### src/hdl/weighted_random_stream_dequeue_unit_assert.svh
// Assertion macros for the weighted random stream dequeue unit.
`ifndef WEIGHTED_RANDOM_STREAM_DEQUEUE_UNIT_ASSERT_SVH
`define WEIGHTED_RANDOM_STREAM_DEQUEUE_UNIT_ASSERT_SVH

`ifndef SYNTH
`define WRSDQ_ASSERT(name, clk, rst, prop) \
  name: assert property (@(posedge clk) disable iff (rst) prop) \
    else $error("wrsdq assertion failed");
`define WRSDQ_ASSERT_ALWAYS(name, clk, prop) \
  name: assert property (@(posedge clk) prop) \
    else $error("wrsdq assertion failed");
`else
`define WRSDQ_ASSERT(name, clk, rst, prop)
`define WRSDQ_ASSERT_ALWAYS(name, clk, prop)
`endif

`endif

### src/hdl/wrsdq_pkg.sv
package wrsdq_pkg;

  localparam int SID_W       = 4;
  localparam int NUM_STREAMS = 1 << SID_W;
  localparam int SLOT_W      = 7;
  localparam int CAPACITY    = 1 << SLOT_W;
  localparam int CNT_W       = SLOT_W + 1;
  localparam int ADDR_W      = SID_W + SLOT_W;
  localparam int TAG_W       = 32;
  localparam int RND_W       = 16;
  localparam int DEPTH_W     = 8;
  localparam int PROD_W      = RND_W + CNT_W;

  localparam logic [DEPTH_W-1:0] DEPTH_RESET = DEPTH_W'(100);
  localparam logic               KIND_PUSH   = 1'b0;
  localparam logic               KIND_DRAIN  = 1'b1;

  typedef enum logic [2:0] {
    ST_IDLE,
    ST_PUSH,
    ST_MUL,
    ST_SCAN,
    ST_READ,
    ST_LOAD
  } state_t;

  // Sequencer to datapath
  typedef struct packed {
    logic in_ready;
    logic use_sid;
    logic do_write;
    logic do_mul;
    logic scan_step;
    logic do_read;
    logic load_out;
  } ctl_t;

  // Datapath to sequencer
  typedef struct packed {
    logic accept;
    logic drain;
    logic full;
    logic empty;
    logic rel_due;
    logic hit;
    logic out_free;
  } sts_t;

endpackage

### src/hdl/wrsdq_ctrl.sv
module wrsdq_ctrl (
  input  logic               clk,
  input  logic               rst,
  input  wrsdq_pkg::sts_t    sts,
  output wrsdq_pkg::ctl_t    ctl
);

  wrsdq_pkg::state_t state, state_next;

  always_ff @(posedge clk) begin
    if (rst) begin
      state <= wrsdq_pkg::ST_IDLE;
    end else begin
      state <= state_next;
    end
  end

  always_comb begin
    state_next = state;
    case (state)
      wrsdq_pkg::ST_IDLE: begin
        if (sts.accept) begin
          state_next = sts.drain ? wrsdq_pkg::ST_MUL : wrsdq_pkg::ST_PUSH;
        end
      end
      wrsdq_pkg::ST_PUSH: begin
        // a full buffer releases without storing
        if (sts.full || sts.rel_due) begin
          state_next = wrsdq_pkg::ST_MUL;
        end else begin
          state_next = wrsdq_pkg::ST_IDLE;
        end
      end
      wrsdq_pkg::ST_MUL: begin
        state_next = sts.empty ? wrsdq_pkg::ST_IDLE : wrsdq_pkg::ST_SCAN;
      end
      wrsdq_pkg::ST_SCAN: begin
        if (sts.hit) begin
          state_next = wrsdq_pkg::ST_READ;
        end
      end
      wrsdq_pkg::ST_READ: begin
        state_next = wrsdq_pkg::ST_LOAD;
      end
      wrsdq_pkg::ST_LOAD: begin
        if (sts.out_free) begin
          state_next = wrsdq_pkg::ST_IDLE;
        end
      end
      default: begin
        state_next = wrsdq_pkg::ST_IDLE;
      end
    endcase
  end

  always_comb begin
    ctl = '0;
    case (state)
      wrsdq_pkg::ST_IDLE: begin
        ctl.in_ready = 1'b1;
      end
      wrsdq_pkg::ST_PUSH: begin
        ctl.use_sid  = 1'b1;
        ctl.do_write = !sts.full;
      end
      wrsdq_pkg::ST_MUL: begin
        ctl.do_mul = 1'b1;
      end
      wrsdq_pkg::ST_SCAN: begin
        ctl.scan_step = 1'b1;
      end
      wrsdq_pkg::ST_READ: begin
        ctl.do_read = 1'b1;
      end
      wrsdq_pkg::ST_LOAD: begin
        ctl.load_out = sts.out_free;
      end
      default: begin
        ctl = '0;
      end
    endcase
  end

endmodule

### config.mk
export PLATFORM = sky130hd
export DESIGN_NAME = wrsdq_ctrl
export DESIGN_NICKNAME = d
export VERILOG_FILES = /design/src/hdl/weighted_random_stream_dequeue_unit_assert.svh /design/src/hdl/wrsdq_pkg.sv /design/src/hdl/wrsdq_ctrl.sv
export SDC_FILE = /design/constraint.sdc
export NUM_CORES = 1
export LEC_CHECK = 0
export ABC_AREA = 1
export BUFFER_PORTS_ARGS = -buffer_cell sky130_fd_sc_hd__clkbuf_2
export CAP_MARGIN = 20
export CORE_AREA = 3 3 40 42
export CTS_CLUSTER_SIZE = 10
export DETAILED_ROUTE_END_ITERATION = 12
export DIE_AREA = 0 0 43 45
export PLACE_DENSITY_LB_ADDON = 0.2
export SLEW_MARGIN = 0
export SYNTH_ARGS = -nofsm -noshare
export SYNTH_HDL_FRONTEND = slang
export SYNTH_SLANG_ARGS = --single-unit
export TNS_END_PERCENT = 30
### constraint.sdc
create_clock -name clk -period 1.41 [get_ports clk]
set_clock_uncertainty 0.2 [all_clocks]
set_input_delay 0.141 -clock clk [delete_from_list [all_inputs] [get_ports clk]]
set_output_delay 0.141 -clock clk [all_outputs]
set_load 0.01 [all_outputs]
# Yosys cells after proc, flatten, opt, wreduce, memory -nomap -nowiden
# Cells that the tools add are included.
[op_classes]
mux = 13
n_eq_ne = 8
n_reduce_logical = 4
[op_table]
columns = ["op", "count"]
rows = [
  ["one-hot mux 3 bit (6 select lines)", 1],
  ["2-to-1 mux 3 bit", 3],
  ["2-to-1 mux 2 bit", 4],
  ["equality test 3 x 2 -> 1 bit, second input constant", 2],
  ["equality test 3 bit, second input constant", 2],
  ["!= test 2 bit, second input constant", 3],
  ["2-to-1 mux 1 bit", 5],
  ["equality test 3 x 1 -> 1 bit, second input constant", 1],
  ["logical NOT 3 bit", 1],
  ["AND reduction 3 bit", 1],
  ["logical NOT 1 bit", 1],
  ["logical OR 1 bit", 1],
]
[totals]
word_cells = 26
in_bits = 9
reg_bits = 3
output_inout_bits = 7

# Longest topological paths before layout
# Gate-level depths: netlist of run 1.
[depth]
word_depth = 3
depth_mapped = 7
mapped_depth_nobuf = 7

# Worst setup path before layout of run 1
# No wires, ideal clock.
[synth_path]
path_kind = "register to register"
from = "register state[0]"
to = "register state[2]"
path_slack_ps = 179
path_stages_with_launch = 8
path_buffers = 0
arrival_time_ps = 914
setup_ps = 117
required_time_ps = 1093
period_less_slack_ps = 1231
path_cell_list = "dfxtp_1 nand2_1 nor2_2 nand2_2 nand2_1 nor2_2 nand2_1 a21oi_1"
[synth_between]
elab_chain_len = 3
word_cells_on_any_way = 11
cone_classes = "eq/ne (8); mux (1); reduce/logical (2)"
[synth_lines]
columns = ["element", "line", "text"]
rows = [
  ["from (decl)", "wrsdq_ctrl.sv:8", "wrsdq_pkg::state_t state, state_next;"],
  ["from (signal assigned)", "wrsdq_ctrl.sv:12", "state <= wrsdq_pkg::ST_IDLE;"],
  ["from (signal assigned)", "wrsdq_ctrl.sv:14", "state <= state_next;"],
  ["equality test 3 x 2 -> 1 bit (tied with other cells)", "wrsdq_ctrl.sv:20", "case (state)"],
  ["!= test 2 bit (no source line)", "n/a", ""],
  ["AND reduction 3 bit (no source line)", "n/a", ""],
]
# Parallel ways exist; a longest one is shown, timed or not.
# A chain may end at the register's enable or synchronous reset.

==> results of run 1 <==
area by class of cell:
class                   instances  area [um2]
flip-flops and latches          3        66.3
multi-input cells              33         181
well taps                      15        18.8
inverters                      12        47.5
repair buffers                 21         125
clock buffers                   4        26.3
fillers                       155         820
cells by family after synthesis:
group | share of synthesized area
simple gates | 0.489
buf+inv | 0.204
compound gates | 0.0905
flops | 0.217
routing by layer:
metal | track usage | vias to the layer above | share of wire
met3 | 0.0239 | 0 | 0.036
met1 | 0.0983 | 138 | 0.43
met4 | 0.0542 | 0 | 0
li1 | - | 195 | -
met5 | 0 | - | 0
met2 | 0.120 | 5 | 0.53
stage by stage:
step | power, mW | setup slack (ns)
3_5_place_dp | 0.210 | 0.115
3_3_place_gp | 0.209 | 0.115
2_1_floorplan | 0.171 | 0.179
5_1_grt | 0.416 | -0.0659
4_1_cts | 0.377 | -0.00565
6_report | 0.383 | 0.00493
final timing paths:
path / startpoint / endpoint / slack [ns] / cells past startpoint
max: state[0] / ctl[4] / 0.005 / 5
max reg2reg: state[0] / state[1] / 0.17 / 7
min: sts[6] / state[0] / 0.06 / 5
min reg2reg: state[2] / state[1] / 0.38 / 3
timing repair:
item,4_1_cts,5_1_grt
setup endpoints to repair,5,5
setup buffers,0,2
hold endpoints to repair,3,0
pin swaps,0,1
hold buffers,2,0
gates resized for setup,7,6
Yosys cell counts:
library cell	n
nand3_2	1
nand2_2	1
inv_1	11
nor2_1	4
a21oi_1	3
nand2_1	10
nor3_1	2
nor2_2	5
o21ai_0	2
dfxtp_1	3
inv_2	1
buf_6	1
nand3_1	5
worst register-to-register path: stages, from the launching register on:
cell and delay [ns]:
dfxtp_4 0.37, inv_4 0.04, nor2_4 0.13, buf_4 0.12, nand3_1 0.05, nand3_1 0.08, nand2_1 0.06, a21oi_1 0.11
power groups by stage:
| stage | registers [mW] | clock network (mW) | logic [mW] |
|---|---|---|---|
| floorplan | 0.102 | 0 | 0.0686 |
| global placement | 0.104 | 0 | 0.105 |
| detailed placement | 0.104 | 0 | 0.106 |
| CTS | 0.106 | 0.158 | 0.114 |
| global route | 0.108 | 0.162 | 0.146 |
| finish | 0.106 | 0.150 | 0.127 |
==> impl_metrics.csv, run 1 <==
group,metric,value,unit
placement,placed_area,374,um2
global_route,grt_overflow_total,0,
setup_path,critPathSlowestCell,"dfxtp_4",
synthesis,syn_area,277,um2
setup_path,crit_arrival,1.06,ns
layout,fin_area,465,um2
clock_network,numCtsBuffers,3,
timing,report.final.slew_viol_count,0,
global_route,grt_pass1_vias,299,
clock_network,clk_path_buf_depth,2,
global_route,grt_pass1_wl,1.13,mm
placement,hpwl,563,um
floorplan,initial_utilization,0.215,
setup_path,cp_max_fo,5,
routing,wl_per_cell,7.64,um
routing,drtPass1Iterations,3,
power_and_ir_drop,p_int,259,uW
placement,globalplace.congestion,0.658,
floorplan,rows,13,
synthesis,synthTopCellsByArea,"dfxtp_1 (22%), inv_1 (15%), nand2_1 (14%)",
layout,largestRegisters,"state (3)",
routing,via_count,338,
timing,period_share,0.997,
setup_path,cp_top_family,"flip-flops",
clock_network,cts_tree,"built",
timing,rsz0062_at_grt,"true",
floorplan,core_area,0.00128,mm2
clock_network,clkLatencyLatePin,0.23,ns
timing,hold_slack,0.0639,ns
global_route,antenna_found_initial,0,
setup_path,end_kind,"output port",
timing,max_freq,0.712,GHz
setup_path,path_cells,"inv_4, nor2_4, nand2_1, nor2_1, buf_2",
floorplan,die_y,45,um
synthesis,synthDominantCellAreaShare,0.217,
power_and_ir_drop,power.density,822,mW/mm2
worst_hold_path,hold_class,"in2reg",
synthesis,synth.ff_latch_count,3,
setup_path,worst-path-buf-inv,2,
clock_network,cts.clk_slew.worst_paths,0.04,ns
timing,hold_viol,0,
layout,max_flop_register,"state",
layout,diodes,0,
routing,drtIter0Drc,4,
run,max-cap-violations,0,
synthesis,syn_nets,58,
clock_network,clock_sinks,3,
power_and_ir_drop,peakVddDrop,0.364,mV
timing,max_slew_margin,0.877,
global_route,grt_max_degree,6,
layout,layout-drive-gt1-share,0.493,
setup_path,cp-start-kind,"flip-flop",
floorplan,ios,16,
global_route,grt_usage,0.0798,
synthesis,avgSynthCellArea,5.64,um2
setup_path,path_class,"reg2out",
synthesis,yosys_warnings,0,
setup_path,slowest_delay,0.37,ns
timing,fin_crit,1.41,ns
clock_network,htree_levels,1,
routing,ant_nets,0,
timing,setup_viol,0,
synthesis,synthDistinctLibCells,13,
layout,fin_nets,83,
power_and_ir_drop,sw_frac_of_total,0.322,
power_and_ir_drop,combPwrFrac,0.331,
timing,tightest_slew,0.184,ns
placement,dp_cells,80,
routing,drc_errors,0,
power_and_ir_drop,pwr-share-seq,0.278,
routing,viasPerCell,3.84,
power_and_ir_drop,clockPowerShare,0.391,
layout,final_common_cell,"clkbuf_2",
layout,largest_register_ffs,3,
power_and_ir_drop,switching_power,123,uW
layout,area_growth,68.3,%
run_status,status,"finished, final reports clean",
synthesis,seq_area_frac_synth,0.217,
synthesis,yosysTopAreaCell,"dfxtp_1",
floorplan,dieArea,0.00194,mm2
floorplan,die_width,43,um
layout,fin_util,0.362,
timing,setup_tns,0,ns
setup_path,worstPathRequired,1.07,ns
clock_network,root_buffer,"clkbuf_4",
layout,layout_common_cells,"clkbuf_2 (12), inv_1 (11), nand2_1 (9)",
power_and_ir_drop,p_leak,0.271,nW
layout,stdcell_count,88,
routing,wirelength,672,um
synthesis,synthCells,49,
placement,portBuffers,15,
(Power assumes the default switching activity.)
==> run 2, diff against run 1 <==
--- a/config.mk
+++ b/config.mk
@@ -5,7 +5,6 @@
 export SDC_FILE = /design/constraint.sdc
 export NUM_CORES = 1
 export LEC_CHECK = 0
-export ABC_AREA = 1
 export BUFFER_PORTS_ARGS = -buffer_cell sky130_fd_sc_hd__clkbuf_2
 export CAP_MARGIN = 20
 export CORE_AREA = 3 3 40 42
==> impl_metrics.csv, run 2 <==
group,metric,value,unit
routing,wl_met3,56,um
setup_path,worstPathRequired,1.07,ns
synthesis,synth.ff_latch_count,3,
routing,ant_nets,0,
clock_network,cts_tree,"built",
layout,fillerInstances,141,
floorplan,ios,16,
floorplan,initial_utilization,0.172,
synthesis,syn_area,221,um2
synthesis,synthTopCellsByArea,"dfxtp_1 (27%), a2111oi_2 (6.8%), and2_1 (5.6%)",
power_and_ir_drop,combPwrFrac,0.286,
power_and_ir_drop,p_leak,0.187,nW
run_status,violations,"setup timing",
power_and_ir_drop,p_int,254,uW
placement,placed_area,315,um2
routing,m1WireLength,313,um
global_route,grt_max_degree,9,
global_route,antenna_found_initial,0,
global_route,grt_pass1_wl,1.14,mm
floorplan,dieArea,0.00194,mm2
worst_hold_path,hold_depth,3,
global_route,grt_overflow_total,0,
layout,largest_register_ffs,3,
synthesis,yosys_warnings,0,
synthesis,synth_common_cells,"dfxtp_1 (3), nor2_1 (3), and2_1 (2), nand2_1 (2), nor2b_1 (2)",
routing,drc_errors,0,
routing,wl_per_cell,11.1,um
synthesis,ys.flop_type,"dfxtp_1",
timing,max_slew_margin,0.781,
timing,worst_slack,-0.0121,ns
setup_path,end_kind,"output port",
power_and_ir_drop,switching_power,103,uW
global_route,grt_pass1_vias,276,
placement,hpwl,497,um
timing,fin_crit,1.42,ns
routing,via_count,271,
timing,setup_viol,2,
placement,dp_cells,57,
setup_path,cp-start-kind,"flip-flop",
timing,max_freq,0.703,GHz
setup_path,path_class,"reg2out",
synthesis,seq_area_frac_synth,0.271,
timing,hold_slack,0.0196,ns
power_and_ir_drop,sw_frac_of_total,0.289,
power_and_ir_drop,clockPowerShare,0.426,
power_and_ir_drop,peakVddDrop,0.408,mV
clock_network,htree_levels,1,
synthesis,avgSynthCellArea,8.20,um2
routing,wirelength,702,um
power_and_ir_drop,pwr-share-seq,0.288,
global_route,grt_usage,0.0847,
power_and_ir_drop,power.density,833,mW/mm2
timing,tightest_slew,0.325,ns
routing,highest_layer,"met4",
setup_path,rr_worst_depth,2,
floorplan,rows,13,
synthesis,yosysTopAreaCell,"dfxtp_1",
clock_network,clock_sinks,3,
layout,multi_input_area,195,um2
synthesis,synthDominantCellAreaShare,0.271,
layout,largestRegisters,"state (3)",
clock_network,cts.clk_slew.worst_paths,0.04,ns
synthesis,async_flop_share,0,
floorplan,die_width,43,um
routing,drtPass1Iterations,2,
layout,fin_util,0.334,
setup_path,cp_max_fo,4,
power_and_ir_drop,totalPowerFinal,358,uW
layout,stdcell_count,63,
clock_network,root_buffer,"clkbuf_4",
layout,max_flop_register,"state",
layout,diodes,0,
routing,drtIter0Drc,5,
run,max-cap-violations,0,
synthesis,synth_edf_count,0,
routing,dr_wl_met2,313,um
layout,fin_area,429,um2
layout,final_common_cell,"clkbuf_2",
timing,period_share,1.01,
placement,globalplace.congestion,0.658,
timing,report.final.slew_viol_count,0,
timing,hold_viol,0,
floorplan,die_y,45,um
timing,rsz0062_at_grt,"true",
layout,layout-drive-gt1-share,0.625,
layout,area_growth,93.8,%
layout,final-seq-area,71.3,um2
clock_network,clkLatencyLatePin,0.23,ns
synthesis,syn_nets,36,
run_status,status,"finished with violations",
worst_hold_path,hold_class,"in2reg",
routing,viasPerCell,4.30,
layout,layout_common_cells,"clkbuf_2 (10), clkbuf_4 (3), buf_2 (3), dfxtp_4 (3)",
placement,portBuffers,15,
synthesis,synthCells,27,
synthesis,synthDistinctLibCells,20,
layout,fin_nets,58,
setup_path,crit_arrival,1.08,ns
floorplan,core_area,0.00128,mm2
clock_network,clk_path_buf_depth,2,
clock_network,numCtsBuffers,3,
[run 2: timing repair]
| item | in CTS | in global routing |
|---|---|---|
| pin swaps | 3 | 2 |
| hold buffers | 2 | 0 |
| endpoints found under the hold margin | 3 | 0 |
| setup endpoints to repair | 4 | 6 |
| buffers inserted | 1 | 0 |
| resized for setup | 5 | 15 |
[run 2: area by class of cell]
class                           instances  area share
Tap cell                               15      0.0437
Sequential cell                         3       0.166
Multi-Input combinational cell         23       0.455
Clock buffer                            4      0.0612
Timing Repair Buffer                   18       0.274
[run 2: final timing paths]
path	from	endpoint	slack, ns
setup / recovery	state[2]	ctl[3]	-0.01
hold / removal	sts[5]	state[0]	0.02
setup reg to reg	state[1]	state[0]	0.05
hold reg to reg	state[0]	state[0]	0.41
[run 2: worst max-delay path: stages (launching register included)]
cell and delay (ns):
dfxtp_4 0.36, and2b_2 0.23, nor2b_1 0.13, buf_2 0.13
[run 2: metal layers]
layer | GRT usage | vias up
li1 | - | 139
met1 | 0.0861 | 117
met2 | 0.132 | 13
met3 | 0.0637 | 2
met4 | 0.0361 | 0
met5 | 0 | -
[run 2: cells by family after synthesis]
group           count (synthesis)  share of synthesized area
compound gates                  5                      0.186
mux                             1                     0.0452
buf+inv                         1                     0.0339
flops                           3                      0.271
simple gates                   17                      0.463
[run 2: power groups by stage]
stage                     clock, mW  combinational (mW)  sequential [mW]
after CTS                     0.163              0.0839            0.100
final                         0.152               0.102            0.103
after global placement            0              0.0795            0.102
after floorplan                   0              0.0485           0.0984
after global routing          0.171               0.111            0.104
after detailed placement          0              0.0782            0.102
[run 2: metrics by stage]
stage | setup TNS [ns] | setup WS [ns]
after floorplan | 0 | 0.158
after global placement | 0 | 0.0607
after detailed placement | 0 | 0.0862
after CTS | -0.0675 | -0.0365
after global routing | -0.202 | -0.0662
final | -0.0189 | -0.0121
